**config.mk**
```make
export PLATFORM = sky130hd
export DESIGN_NAME = pi_current_loop_feedforward_unit
export DESIGN_NICKNAME = d
export VERILOG_FILES = /design/src/hw/rtl/pic_pkg.sv /design/src/hw/rtl/pic_serial_mul.sv /design/src/hw/rtl/pi_current_loop_feedforward_unit.sv
export SDC_FILE = /design/constraint.sdc
export NUM_CORES = 2
export LEC_CHECK = 0
export BUFFER_PORTS_ARGS = -buffer_cell sky130_fd_sc_hd__buf_2
export CORE_ASPECT_RATIO = 0.9
export CORE_MARGIN = 1.5
export CORE_UTILIZATION = 35
export DETAILED_ROUTE_END_ITERATION = 6
export GPL_ROUTABILITY_DRIVEN = 0
export GPL_TIMING_DRIVEN = 0
export PLACE_DENSITY_LB_ADDON = 0.08
export SYNTH_ARGS = -nofsm -noshare
export SYNTH_HDL_FRONTEND = slang
export SYNTH_SLANG_ARGS = --single-unit
```
**constraint.sdc**
```tcl
create_clock -name clk -period 8.3 [get_ports clk]
set_clock_uncertainty 0.1 [all_clocks]
set_input_delay 1.66 -clock clk [delete_from_list [all_inputs] [get_ports clk]]
set_output_delay 1.66 -clock clk [all_outputs]
set_load 0.01 [all_outputs]
```
**src/hw/rtl/pic_pkg.sv**
```systemverilog
`timescale 1ns / 1ps

package pic_pkg;

  // width of every field on the ports
  localparam int IO_W = 32;

  // configuration register count and index width
  localparam int NUM_REGS  = 8;
  localparam int CFG_IDX_W = 3;

  // status of the shared serial multiplier
  typedef struct packed {
    logic busy;
    logic done;
  } mul_stat_t;

endpackage

```
**src/hw/rtl/pic_serial_mul.sv**
```systemverilog
`timescale 1ns / 1ps

module pic_serial_mul #(
  parameter int DATA_WIDTH = 32,
  parameter int FRAC_BITS  = 16
) (
  input  logic                         clk,
  input  logic                         rst,
  input  logic                         start,
  input  logic signed [DATA_WIDTH-1:0] a,
  input  logic signed [DATA_WIDTH-1:0] b,
  output pic_pkg::mul_stat_t           stat,
  output logic signed [DATA_WIDTH-1:0] result
);

  localparam int DW = DATA_WIDTH;
  localparam int PW = 2 * DW + 1;
  localparam int CW = $clog2(DW + 1);
  localparam logic [PW-1:0] HALF = PW'(1) << (FRAC_BITS - 1);
  localparam logic signed [DW-1:0] MAXV = {1'b0, {(DW - 1){1'b1}}};
  localparam logic signed [DW-1:0] MINV = {1'b1, {(DW - 1){1'b0}}};

  logic          busy;
  logic          fin;
  logic          done;
  logic [CW-1:0] cnt;
  logic          neg;
  logic [DW-1:0] ua;
  logic [DW-1:0] hi;
  logic [DW-1:0] lo;

  logic [DW:0]        step_sum;
  logic [PW-1:0]      rnd;
  logic               over;
  logic [DW-1:0]      mag;
  logic signed [DW-1:0] res_next;

  // one multiplier bit per cycle: add magnitude, shift product right
  always_comb begin
    step_sum = {1'b0, hi} + (lo[0] ? {1'b0, ua} : '0);
  end

  // round half away from zero on the magnitude, then saturate and sign
  always_comb begin
    rnd  = {1'b0, hi, lo} + HALF;
    over = |rnd[PW-1:FRAC_BITS+DW-1];
    mag  = {1'b0, rnd[FRAC_BITS+DW-2:FRAC_BITS]};
    if (over) begin
      res_next = neg ? MINV : MAXV;
    end else begin
      res_next = neg ? -signed'(mag) : signed'(mag);
    end
  end

  // sequencing of the shift-add passes
  always_ff @(posedge clk) begin
    if (rst) begin
      busy <= 1'b0;
      fin  <= 1'b0;
      done <= 1'b0;
      cnt  <= '0;
    end else begin
      done <= fin;
      if (start) begin
        busy <= 1'b1;
        cnt  <= CW'(DW);
      end else if (busy) begin
        cnt <= cnt - 1'b1;
        if (cnt == CW'(1)) begin
          busy <= 1'b0;
          fin  <= 1'b1;
        end
      end else if (fin) begin
        fin  <= 1'b0;
      end
    end
  end

  // operand and product registers
  always_ff @(posedge clk) begin
    if (start) begin
      neg <= a[DW-1] ^ b[DW-1];
      ua  <= a[DW-1] ? (~a + 1'b1) : a;
      lo  <= b[DW-1] ? (~b + 1'b1) : b;
      hi  <= '0;
    end else if (busy) begin
      hi <= step_sum[DW:1];
      lo <= {step_sum[0], lo[DW-1:1]};
    end
    if (fin) begin
      result <= res_next;
    end
  end

  assign stat.busy = busy | fin;
  assign stat.done = done;

endmodule

```
**src/hw/rtl/pi_current_loop_feedforward_unit.sv**
```systemverilog
`timescale 1ns / 1ps

// PI current loop with back-calculation anti-windup, friction compensation
// and speed feedforward, signed fixed point with FRAC_BITS fraction bits.
// Input channel: in_valid / in_stall carries torque_ref, measured_current
// and speed_rpm; a transaction is taken when in_valid is high and in_stall
// low. Output channel: out_valid / out_stall carries drive_output,
// current_error and current_reference from an output register.
// Gains are written through wr_en / wr_index / wr_data, by the user only
// while idle; the block itself does not enforce it. Each sample runs seven
// products through one bit-serial multiplier that retires one multiplier
// bit per cycle; in_stall is high from acceptance of a sample until its
// result enters the output register. The next sample may be accepted
// while a result still waits.
// If the receiver stalls with a result pending, the following result is
// held internally until the output register frees.
// Reset clears the gains, the integrator and the previous drive to zero
// and empties the output register.

module pi_current_loop_feedforward_unit #(
  parameter int DATA_WIDTH = 32,
  parameter int FRAC_BITS  = 16
) (
  input  logic                          clk,
  input  logic                          rst,
  input  logic                          wr_en,
  input  logic [pic_pkg::CFG_IDX_W-1:0] wr_index,
  input  logic [pic_pkg::IO_W-1:0]      wr_data,
  input  logic                          in_valid,
  output logic                          in_stall,
  input  logic [pic_pkg::IO_W-1:0]      torque_ref,
  input  logic [pic_pkg::IO_W-1:0]      measured_current,
  input  logic [pic_pkg::IO_W-1:0]      speed_rpm,
  output logic                          out_valid,
  input  logic                          out_stall,
  output logic [pic_pkg::IO_W-1:0]      drive_output,
  output logic [pic_pkg::IO_W-1:0]      current_error,
  output logic [pic_pkg::IO_W-1:0]      current_reference
);

  localparam int DW = DATA_WIDTH;
  localparam int SW = DATA_WIDTH + 2;
  localparam int EW = (DATA_WIDTH > pic_pkg::IO_W) ? DATA_WIDTH : pic_pkg::IO_W;

  // register indexes
  localparam logic [pic_pkg::CFG_IDX_W-1:0] REG_PROP   = 3'd0;
  localparam logic [pic_pkg::CFG_IDX_W-1:0] REG_INTEG  = 3'd1;
  localparam logic [pic_pkg::CFG_IDX_W-1:0] REG_WINDUP = 3'd2;
  localparam logic [pic_pkg::CFG_IDX_W-1:0] REG_PERIOD = 3'd3;
  localparam logic [pic_pkg::CFG_IDX_W-1:0] REG_VISC   = 3'd4;
  localparam logic [pic_pkg::CFG_IDX_W-1:0] REG_CFRIC  = 3'd5;
  localparam logic [pic_pkg::CFG_IDX_W-1:0] REG_SCALE  = 3'd6;
  localparam logic [pic_pkg::CFG_IDX_W-1:0] REG_FFWD   = 3'd7;

  // sequencer states
  localparam logic [1:0] ST_IDLE  = 2'd0;
  localparam logic [1:0] ST_START = 2'd1;
  localparam logic [1:0] ST_WAIT  = 2'd2;
  localparam logic [1:0] ST_FIN   = 2'd3;

  // product steps
  localparam logic [2:0] STEP_FRIC   = 3'd0;
  localparam logic [2:0] STEP_IREF   = 3'd1;
  localparam logic [2:0] STEP_WINDUP = 3'd2;
  localparam logic [2:0] STEP_INTEG  = 3'd3;
  localparam logic [2:0] STEP_PROP   = 3'd4;
  localparam logic [2:0] STEP_IGAIN  = 3'd5;
  localparam logic [2:0] STEP_FFWD   = 3'd6;

  function automatic logic signed [DW-1:0] sat(input logic signed [SW-1:0] v);
    logic signed [SW-1:0] hi_lim;
    logic signed [SW-1:0] lo_lim;
    hi_lim = signed'({2'b00, 1'b0, {(DW - 1){1'b1}}});
    lo_lim = signed'({2'b11, 1'b1, {(DW - 1){1'b0}}});
    if (v > hi_lim) begin
      sat = hi_lim[DW-1:0];
    end else if (v < lo_lim) begin
      sat = lo_lim[DW-1:0];
    end else begin
      sat = v[DW-1:0];
    end
  endfunction

  function automatic logic signed [SW-1:0] ext(input logic signed [DW-1:0] v);
    ext = signed'({{2{v[DW-1]}}, v});
  endfunction

  // 32-bit port value into the internal format, saturating when narrower
  function automatic logic signed [DW-1:0] from_port(input logic [pic_pkg::IO_W-1:0] v);
    logic signed [EW-1:0] e;
    logic signed [EW-1:0] hi_lim;
    logic signed [EW-1:0] lo_lim;
    e      = EW'(signed'(v));
    hi_lim = EW'(signed'({1'b0, {(DW - 1){1'b1}}}));
    lo_lim = EW'(signed'({1'b1, {(DW - 1){1'b0}}}));
    if (e > hi_lim) begin
      from_port = hi_lim[DW-1:0];
    end else if (e < lo_lim) begin
      from_port = lo_lim[DW-1:0];
    end else begin
      from_port = e[DW-1:0];
    end
  endfunction

  function automatic logic [pic_pkg::IO_W-1:0] to_port(input logic signed [DW-1:0] v);
    logic signed [EW-1:0] e;
    e       = EW'(v);
    to_port = e[pic_pkg::IO_W-1:0];
  endfunction

  logic signed [DW-1:0] cfg_reg [pic_pkg::NUM_REGS];
  logic [1:0]           state;
  logic [2:0]           step;
  logic signed [DW-1:0] tref;
  logic signed [DW-1:0] meas;
  logic signed [DW-1:0] spd;
  logic signed [DW-1:0] fric;
  logic signed [DW-1:0] iref;
  logic signed [DW-1:0] err;
  logic signed [DW-1:0] delta;
  logic signed [DW-1:0] integ_new;
  logic signed [DW-1:0] drive;
  logic signed [SW-1:0] acc;
  logic signed [DW-1:0] integrator;
  logic signed [DW-1:0] prev_drive;
  logic signed [DW-1:0] out_drive;
  logic signed [DW-1:0] out_err;
  logic signed [DW-1:0] out_iref;

  logic                 mul_start;
  logic signed [DW-1:0] mul_a;
  logic signed [DW-1:0] mul_b;
  logic signed [DW-1:0] mul_res;
  pic_pkg::mul_stat_t   mul_stat;
  logic signed [DW-1:0] torque;
  logic                 out_free;

  // configuration writes
  always_ff @(posedge clk) begin
    if (rst) begin
      for (int i = 0; i < pic_pkg::NUM_REGS; i++) begin
        cfg_reg[i] <= '0;
      end
    end else if (wr_en) begin
      cfg_reg[wr_index] <= from_port(wr_data);
    end
  end

  assign torque    = sat(ext(tref) - ext(fric));
  assign mul_start = (state == ST_START);
  assign in_stall  = (state != ST_IDLE);
  assign out_free  = !out_valid || !out_stall;

  // operand select per product step
  always_comb begin
    unique case (step)
      STEP_FRIC: begin
        mul_a = cfg_reg[REG_VISC];
        mul_b = spd;
      end
      STEP_IREF: begin
        mul_a = torque;
        mul_b = cfg_reg[REG_SCALE];
      end
      STEP_WINDUP: begin
        mul_a = cfg_reg[REG_WINDUP];
        mul_b = prev_drive;
      end
      STEP_INTEG: begin
        mul_a = delta;
        mul_b = cfg_reg[REG_PERIOD];
      end
      STEP_PROP: begin
        mul_a = cfg_reg[REG_PROP];
        mul_b = err;
      end
      STEP_IGAIN: begin
        mul_a = cfg_reg[REG_INTEG];
        mul_b = integ_new;
      end
      STEP_FFWD: begin
        mul_a = cfg_reg[REG_FFWD];
        mul_b = spd;
      end
      default: begin
        mul_a = '0;
        mul_b = '0;
      end
    endcase
  end

  pic_serial_mul #(
    .DATA_WIDTH(DATA_WIDTH),
    .FRAC_BITS (FRAC_BITS)
  ) u_mul (
    .clk   (clk),
    .rst   (rst),
    .start (mul_start),
    .a     (mul_a),
    .b     (mul_b),
    .stat  (mul_stat),
    .result(mul_res)
  );

  // sequencer and loop state
  always_ff @(posedge clk) begin
    if (rst) begin
      state      <= ST_IDLE;
      step       <= STEP_FRIC;
      out_valid  <= 1'b0;
      integrator <= '0;
      prev_drive <= '0;
    end else begin
      if (state == ST_FIN && out_free) begin
        out_valid <= 1'b1;
      end else if (out_valid && !out_stall) begin
        out_valid <= 1'b0;
      end
      unique case (state)
        ST_IDLE: begin
          if (in_valid) begin
            step  <= STEP_FRIC;
            state <= ST_START;
          end
        end
        ST_START: begin
          state <= ST_WAIT;
        end
        ST_WAIT: begin
          if (mul_stat.done) begin
            if (step == STEP_FFWD) begin
              state <= ST_FIN;
            end else begin
              step  <= step + 1'b1;
              state <= ST_START;
            end
          end
        end
        ST_FIN: begin
          if (out_free) begin
            integrator <= integ_new;
            prev_drive <= drive;
            state      <= ST_IDLE;
          end
        end
        default: begin
          state <= ST_IDLE;
        end
      endcase
    end
  end

  // sample capture and per-step datapath
  always_ff @(posedge clk) begin
    if (state == ST_IDLE && in_valid) begin
      tref <= from_port(torque_ref);
      meas <= from_port(measured_current);
      spd  <= from_port(speed_rpm);
    end
    if (state == ST_WAIT && mul_stat.done) begin
      unique case (step)
        STEP_FRIC:   fric <= sat(ext(mul_res) + ext(cfg_reg[REG_CFRIC]));
        STEP_IREF: begin
          iref <= mul_res;
          err  <= sat(ext(mul_res) - ext(meas));
        end
        STEP_WINDUP: delta     <= sat(ext(err) - ext(mul_res));
        STEP_INTEG:  integ_new <= sat(ext(integrator) + ext(mul_res));
        STEP_PROP:   acc       <= ext(mul_res);
        STEP_IGAIN:  acc       <= acc + ext(mul_res);
        STEP_FFWD:   drive     <= sat(acc + ext(mul_res));
        default:     acc       <= acc;
      endcase
    end
    if (state == ST_FIN && out_free) begin
      out_drive <= drive;
      out_err   <= err;
      out_iref  <= iref;
    end
  end

  assign drive_output      = to_port(out_drive);
  assign current_error     = to_port(out_err);
  assign current_reference = to_port(out_iref);

  // the multiplier is only started when it is free
  a_start_free: assert property (@(posedge clk) disable iff (rst)
    mul_start |-> !mul_stat.busy)
    else $error("multiplier started while busy");

  // a product only completes while the sequencer waits for it
  a_done_in_wait: assert property (@(posedge clk) disable iff (rst)
    mul_stat.done |-> state == ST_WAIT)
    else $error("product completed outside wait state");

  // a new result only appears after the final step
  a_out_from_fin: assert property (@(posedge clk) disable iff (rst)
    $rose(out_valid) |-> $past(state == ST_FIN))
    else $error("result raised outside final state");

  // the step counter never runs past the last product
  a_step_range: assert property (@(posedge clk) disable iff (rst)
    state != ST_IDLE |-> step <= STEP_FFWD)
    else $error("step out of range");

endmodule
```
; ---- After elaboration in Yosys (flattened, before gate mapping)
; Memory sizes are Yosys's and may differ from the RTL's.
; Index checks and enable logic that the tools add are counted.
[word_totals]
ramBits = 256
word_cells = 161
n_memories = 1
regBits = 626
input_bits = 136
output_inout_bits = 98
[classes]
eq_ne = 15
n_bitwise = 4
n_mux = 51
add_sub_neg = 13
n_lt_le_gt_ge = 20
n_reduce_logical = 28
[mem_list]
columns = name, depth, word_bits, read_ports, rd_ports_with_merged_regs, write_ports, line_no
row1 = cfg_reg, 8, 32, 8, 0, 8, pi_current_loop_feedforward_unit.sv:111  ; logic signed [DW-1:0] cfg_reg [pic_pkg::NUM_REGS];
[ops]
columns = op, n
row1 = 32-bit 2-to-1 mux, 22
row2 = 32-bit case mux with 7 select lines, 1
row3 = 32-bit case mux with 6 select lines, 1
row4 = 33-bit by 32-bit > comparator with 1-bit output (second input constant), 5
row5 = 33-bit by 32-bit less-than comparator with 1-bit output (second input constant), 5
row6 = 32-bit > comparator (second input constant), 4
row7 = 32-bit less-than comparator (second input constant), 4
row8 = 32-bit by 32-bit subtractor with 33-bit output, 3
row9 = 34-bit case mux with 2 select lines, 1
row10 = 32-bit by 32-bit adder with 33-bit output, 2
row11 = 64-bit by 16-bit adder with 65-bit output (second input constant), 1
row12 = 32-bit by 1-bit adder with 32-bit output (second input constant), 2
row13 = 32-bit NOT, 2
row14 = 34-bit by 32-bit adder with 34-bit output, 1
row15 = 34-bit by 32-bit > comparator with 1-bit output (second input constant), 1
row16 = 34-bit by 32-bit less-than comparator with 1-bit output (second input constant), 1
row17 = 32-bit by 33-bit adder with 33-bit output, 1
row18 = 31-bit negator with 32-bit output, 1
row19 = 32-bit OR reduction, 1
row20 = 31-bit 2-to-1 mux, 1
row21 = 18-bit OR reduction, 1
row22 = 2-bit AND reduction, 8
row23 = 1-bit 2-to-1 mux, 13
row24 = 3-bit 2-to-1 mux, 4
row25 = 25 further kinds, 45

; ---- Logic depth before layout (Yosys ltp)
[logic_depth]
ltp_word = 8
depth_mapped = 22
ltp_nobuf = 19

; ---- Modules after synthesis
; Synthesis repeated with hierarchy kept, for this count alone.
[hier_totals]
cells_unflattened = 4691
hier_area_um2 = 49603.8
[modules_own_cells]
columns = mod, area_each_um2, cells_each, seq_area_each_um2, instances
row1 = pi_current_loop_feedforward_unit, 39166.3, 3535, 21640.8, 1
row2 = pic_serial_mul, 10437.5, 1156, 3733.6, 1

; ---- Least setup slack after synthesis
; No wires, ideal clock.
[synth_path]
kind = input -> register
from = input in_valid
to = register meas[0], enable pin
cell_stages = 2
t_required_ns = 7.647
arrival_time_ns = 5.693
n_path_buf = 0
path_slack_ns = 1.954
setup_time_ns = 0.553
path_cell_list = inv_1 nor2_1
[synth_between]
elab_chain_len = 1
[synth_rtl]
columns = element, line_no
row1 = "start, declared", pi_current_loop_feedforward_unit.sv:29  ; input logic in_valid,
row2 = 1-bit logical AND, pi_current_loop_feedforward_unit.sv:255  ; if (state == ST_IDLE && in_valid) begin
row3 = "end signal, assigned", pi_current_loop_feedforward_unit.sv:257  ; meas <= from_port(measured_current);
row4 = "end, declared", pi_current_loop_feedforward_unit.sv:115  ; logic signed [DW-1:0] meas;
; Every way passes these cells.
; A chain may end at the register's enable or synchronous reset.

; ---- Worst setup path in the final report
[layout_path]
from = register step[2]
to = register u_mul.ua[24], data pin
[layout_between]
elab_chain_len = 5
elab_cells_between_ends = 11
classes_between = 1 x add/sub / 6 x eq/ne / 2 x mux / 1 x bitwise / 1 x reduce/logical
[layout_rtl]
columns = element, line_no
row1 = "start, declared", pi_current_loop_feedforward_unit.sv:113  ; logic [2:0] step;
row2 = "start signal, assigned", pi_current_loop_feedforward_unit.sv:234  ; step <= step + 1'b1;
row3 = 3-bit == test (tied with other cells), pi_current_loop_feedforward_unit.sv:156  ; unique case (step)
row4 = 32-bit case mux with 7 select lines *, pi_current_loop_feedforward_unit.sv:156
row5 = 32-bit NOT, pic_serial_mul.sv:83  ; ua <= a[DW-1] ? (~a + 1'b1) : a;
row6 = 32-bit by 1-bit adder with 32-bit output, pic_serial_mul.sv:83
row7 = 31-bit 2-to-1 mux *, pic_serial_mul.sv:83
row8 = "end signal, assigned", pic_serial_mul.sv:83
row9 = "end, declared", pic_serial_mul.sv:28  ; logic [DW-1:0] ua;
; Mark *: on every way between the ends. The rest lies on a longest branch, timed or not.

==> Flow_metrics.wiki <==
{| class="wikitable"
! Metric !! Value
|-
| Leakage power || ~21 nW
|-
| Flip-flop and latch count after synthesis || slightly below 900
|-
| Data required time at the worst endpoint || between 8 and 9 ns
|-
| Slew headroom || 0.08422
|-
| Area Overhead vs Synth || 13.99%
|-
| DRC violations left || 0
|-
| Fraction of final layout cells with drive strength greater than 1 || 0.09158
|-
| Cell breakdown of the critical path || buf_2 > buf_2 > inv_1 > clkbuf_1 > buf_1 > ha_1 > clkbuf_1 > clkbuf_1 > a222oi_1 > a21boi_2 > nand2_1 > a211oi_1 > nor3_1 > a211oi_1 > ha_1 > o2111ai_1 > a2111oi_0 > and3_1 > and3b_1 > buf_4 > mux2_1 > nor4_1
|-
| FF-to-FF Start || step[2]
|-
| Vias post-DR || between 30k and 40k
|-
| Die footprint || roughly 0.14 sq mm
|-
| Antenna violations before repair || 30
|-
| Number of placement rows || 130
|-
| Mean instance size in the synthesized netlist || between 10 and 15 sq um
|-
| Max VDD drop || ~0.18 mV
|-
| Flop2flop setup slack || a little under 0.2 ns
|-
| Initial cell density of the core || 0.3523
|-
| WL/cell || ~27 um
|-
| Clk sinks || ~900
|-
| Setup fix buffers added after clock tree synthesis || 0
|-
| Setup slack of the critical path after layout || 0.1977 ns
|-
| Detail Placement HPWL || about 140000 um
|-
| Critical Path Start Type || flop
|-
| Number of nets in the layout || roughly 5.3k
|-
| Horizontal die dimension || 398.1 um
|-
| Power Density || about 210 mW/mm^2
|-
| Number of pins with negative max-slew slack in the final report || 0
|-
| Worst Setup Slack post-DPL || 0.02785 ns
|-
| Total global routing overflow || 0
|-
| Ports placed on the boundary || ~230
|-
| Share of the clock period used by the worst path || 0.9762
|-
| Slowest cell delay on critical path || 0.56 ns
|-
| Delay-heaviest family, CP || buffers and inverters
|-
| Most frequent cell after synthesis || sky130_fd_sc_hd__edfxtp_1
|-
| Fraction of the yosys area taken by sequential cells || 0.5160
|-
| Cell type with the highest aggregate area in the netlist || sky130_fd_sc_hd__edfxtp_1
|-
| Total power draw || ~12 mW
|-
| Biggest area contributors in the synthesized netlist || sky130_fd_sc_hd__edfxtp_1, sky130_fd_sc_hd__ha_1, sky130_fd_sc_hd__dfxtp_1
|-
| First-pass DRT Iterations || 7
|-
| Path type of the worst min-delay path || flop to flop
|-
| Number of vias per cell || ~5.5
|-
| Cell count after synthesis || ~4.6k
|-
| Leading post-synthesis cells by instance count || sky130_fd_sc_hd__edfxtp_1, sky130_fd_sc_hd__nand2_1, sky130_fd_sc_hd__a21oi_1
|-
| Origin of the worst min-delay path || iref[14]
|-
| TritonCTS clock tree || yes
|-
| Initial DRC Count || 3959
|-
| Post-synth net total || around 5k
|-
| Async set-or-reset flop fraction in the synthesized netlist || 0
|-
| TritonCTS buffer count || 102
|-
| Arrival time of the worst setup path || 8.49 ns
|-
| Clock period minus final worst setup slack || 8.102 ns
|-
| Outcome || complete, no violations
|-
| End point of the most critical hold path || current_reference[14]
|-
| Endpoint of the most critical register-to-register path || u_mul.ua[24]
|-
| Slowest CP cell || sky130_fd_sc_hd__a211oi_1
|-
| Fin. Hold Viols || 0
|-
| Insertion delay to the later sink of the worst-skew pair || ~0.75 ns
|-
| Count of different cell masters after synthesis || 103
|-
| H-tree Lvls || 3
|-
| Wire length of the first global-routing pass || 256300 um
|-
| Yosys warns || 0
|-
| Routed wire length || 184100 um
|-
| Number of nets still failing antenna checks after routing || 0
|-
| Height of the chip || ~360 um
|-
| Main synth FF type || sky130_fd_sc_hd__edfxtp_1
|-
| Hold path depth || 0
|-
| Kind of end point of the critical path || flop
|-
| Maximum number of buffers from clock root to sink || 3
|-
| Total global-route track usage || 0.2525
|-
| F_max || 123.4 MHz
|-
| Depth of the most critical reg-to-reg path || 22
|-
| Total buffers and inverters traversed by the critical path || 8
|-
| Core area || roughly 0.14 sq mm
|-
| Number of flip-flops in the largest register || ~260
|-
| Pin count of the biggest net entering global routing || 42
|-
| Max-capacitance violation count || 0
|-
| Setup CP Type || flop to flop
|-
| Buffers added on ports || around 140
|-
| Largest fanout on the critical path || 10
|-
| Worst-case hold slack || around 0.31 ns
|-
| Worst-margin pin slew || 1.364 ns
|-
| Fraction of post-synthesis cell area in the top cell type by area || 0.4708
|-
| Final count of negative-setup-slack endpoints || 0
|-
| RSZ-0062 raised after global routing || no
|-
| Clk pin slew, worst setup/hold paths || 0.07 ns
|-
| Number of enable-type register cells in the synthesized netlist || slightly below 800
|-
| Summed instance area of the synthesized netlist || around 0.05 sq mm
|-
| Via count of the first global-routing pass || about 35k
|-
| Root buffer selected by CTS || sky130_fd_sc_hd__clkbuf_16
|-
| Worst path most repeated cell || sky130_fd_sc_hd__clkbuf_1
|}
cell families after synthesis:
family | Yosys count | share of synthesized area
buffers and inverters | 497 | 0.03878
muxes | 96 | 0.02120
AOI/OAI and AO/OA | 1233 | 0.1640
xor gates and xnor gates | 290 | 0.05165
adders and majority gates | 271 | 0.06863
DFF | 882 | 0.5160
and+or+nand+nor | 1368 | 0.1397
worst max-delay path by stage:
stage | cells past startpoint | end | slack, ns | startpoint
after floorplan | 2 | meas[0] | 1.95 | in_valid
after global placement | 3 | tref[2] | -1.53 | in_valid
after detailed placement | 22 | u_mul.ua[24] | 0.03 | step[2]
after CTS | 22 | u_mul.ua[24] | 0.26 | step[2]
after global routing | 22 | u_mul.ua[24] | 0.05 | step[2]
final | 22 | u_mul.ua[24] | 0.20 | step[2]
cell usage in the layout, fill, tap and decap left out, types with 114 or more instances in the layout:
cell type / netlist / routed
sky130_fd_sc_hd__nor2_1: 214 / 208
sky130_fd_sc_hd__and2_1: 309 / 309
sky130_fd_sc_hd__xor2_1: 114 / 114
sky130_fd_sc_hd__o21ai_0: 233 / 233
sky130_fd_sc_hd__a21oi_1: 387 / 387
sky130_fd_sc_hd__inv_1: 191 / 191
sky130_fd_sc_hd__clkbuf_1: 269 / 279
sky130_fd_sc_hd__xnor2_1: 176 / 176
sky130_fd_sc_hd__ha_1: 236 / 236
sky130_fd_sc_hd__nand2_1: 445 / 444
sky130_fd_sc_hd__a21o_1: 125 / 125
sky130_fd_sc_hd__buf_2: 14 / 150
sky130_fd_sc_hd__edfxtp_1: 771 / 771
layer usage:
metal,track usage,wire length (um)
met5,0,26
met4,0.06221,4853
met3,0.04881,14270
met2,0.3769,78870
met1,0.3735,86100
repair_timing:
item	4_1_cts	5_1_grt
hold buffers	0	0
setup endpoints to repair	1	1
cloned	0	0
gates resized for setup	1	1
pin swaps	0	0
worst register-to-register path, cell delays in order, from the launching register on:
cell                        delay (ns)
sky130_fd_sc_hd__dfxtp_1          0.33
sky130_fd_sc_hd__buf_2            0.27
sky130_fd_sc_hd__buf_2            0.39
sky130_fd_sc_hd__inv_1            0.26
sky130_fd_sc_hd__clkbuf_1         0.37
sky130_fd_sc_hd__buf_1            0.37
sky130_fd_sc_hd__ha_1             0.45
sky130_fd_sc_hd__clkbuf_1         0.43
sky130_fd_sc_hd__clkbuf_1         0.52
sky130_fd_sc_hd__a222oi_1         0.47
sky130_fd_sc_hd__a21boi_2         0.43
sky130_fd_sc_hd__nand2_1          0.10
sky130_fd_sc_hd__a211oi_1         0.30
sky130_fd_sc_hd__nor3_1           0.10
sky130_fd_sc_hd__a211oi_1         0.56
sky130_fd_sc_hd__ha_1             0.44
sky130_fd_sc_hd__o2111ai_1        0.15
sky130_fd_sc_hd__a2111oi_0        0.41
sky130_fd_sc_hd__and3_1           0.32
sky130_fd_sc_hd__and3b_1          0.19
sky130_fd_sc_hd__buf_4            0.15
sky130_fd_sc_hd__mux2_1           0.32
sky130_fd_sc_hd__nor4_1           0.43
cell type report:
cell class                 count  area (sq um)
inverter                     192         720.7
timing repair buffer         152         965.9
clock inverter                73         879.6
tap                         1848          2312
sequential                   882         25380
fill                       13790         83510
buffer                       305          1191
multi-input combinational   3258         21950
clock buffer                 117          2650
antenna                        3         7.507
metrics by stage:
step | util | area (sq um) | TNS, ns | instances
6_report | 0.4016 | 56050 | 0 | 6830
5_1_grt | 0.4016 | 56050 | 0 | 6829
4_1_cts | 0.4015 | 56040 | 0 | 6827
3_5_place_dp | 0.3763 | 52510 | 0 | 6637
3_3_place_gp | 0.3738 | 52170 | -176.45 | 6621
2_1_floorplan | - | 49170 | 0 | 4637
power breakdown:
| group | switching [mW] | internal [mW] | leakage, nW |
|---|---|---|---|
| logic | 1.09 | 0.636 | 11.3 |
| clock network | 2.03 | 2.81 | 1.71 |
| registers | 0.181 | 5.08 | 8.06 |
(Power assumes the default switching activity.)
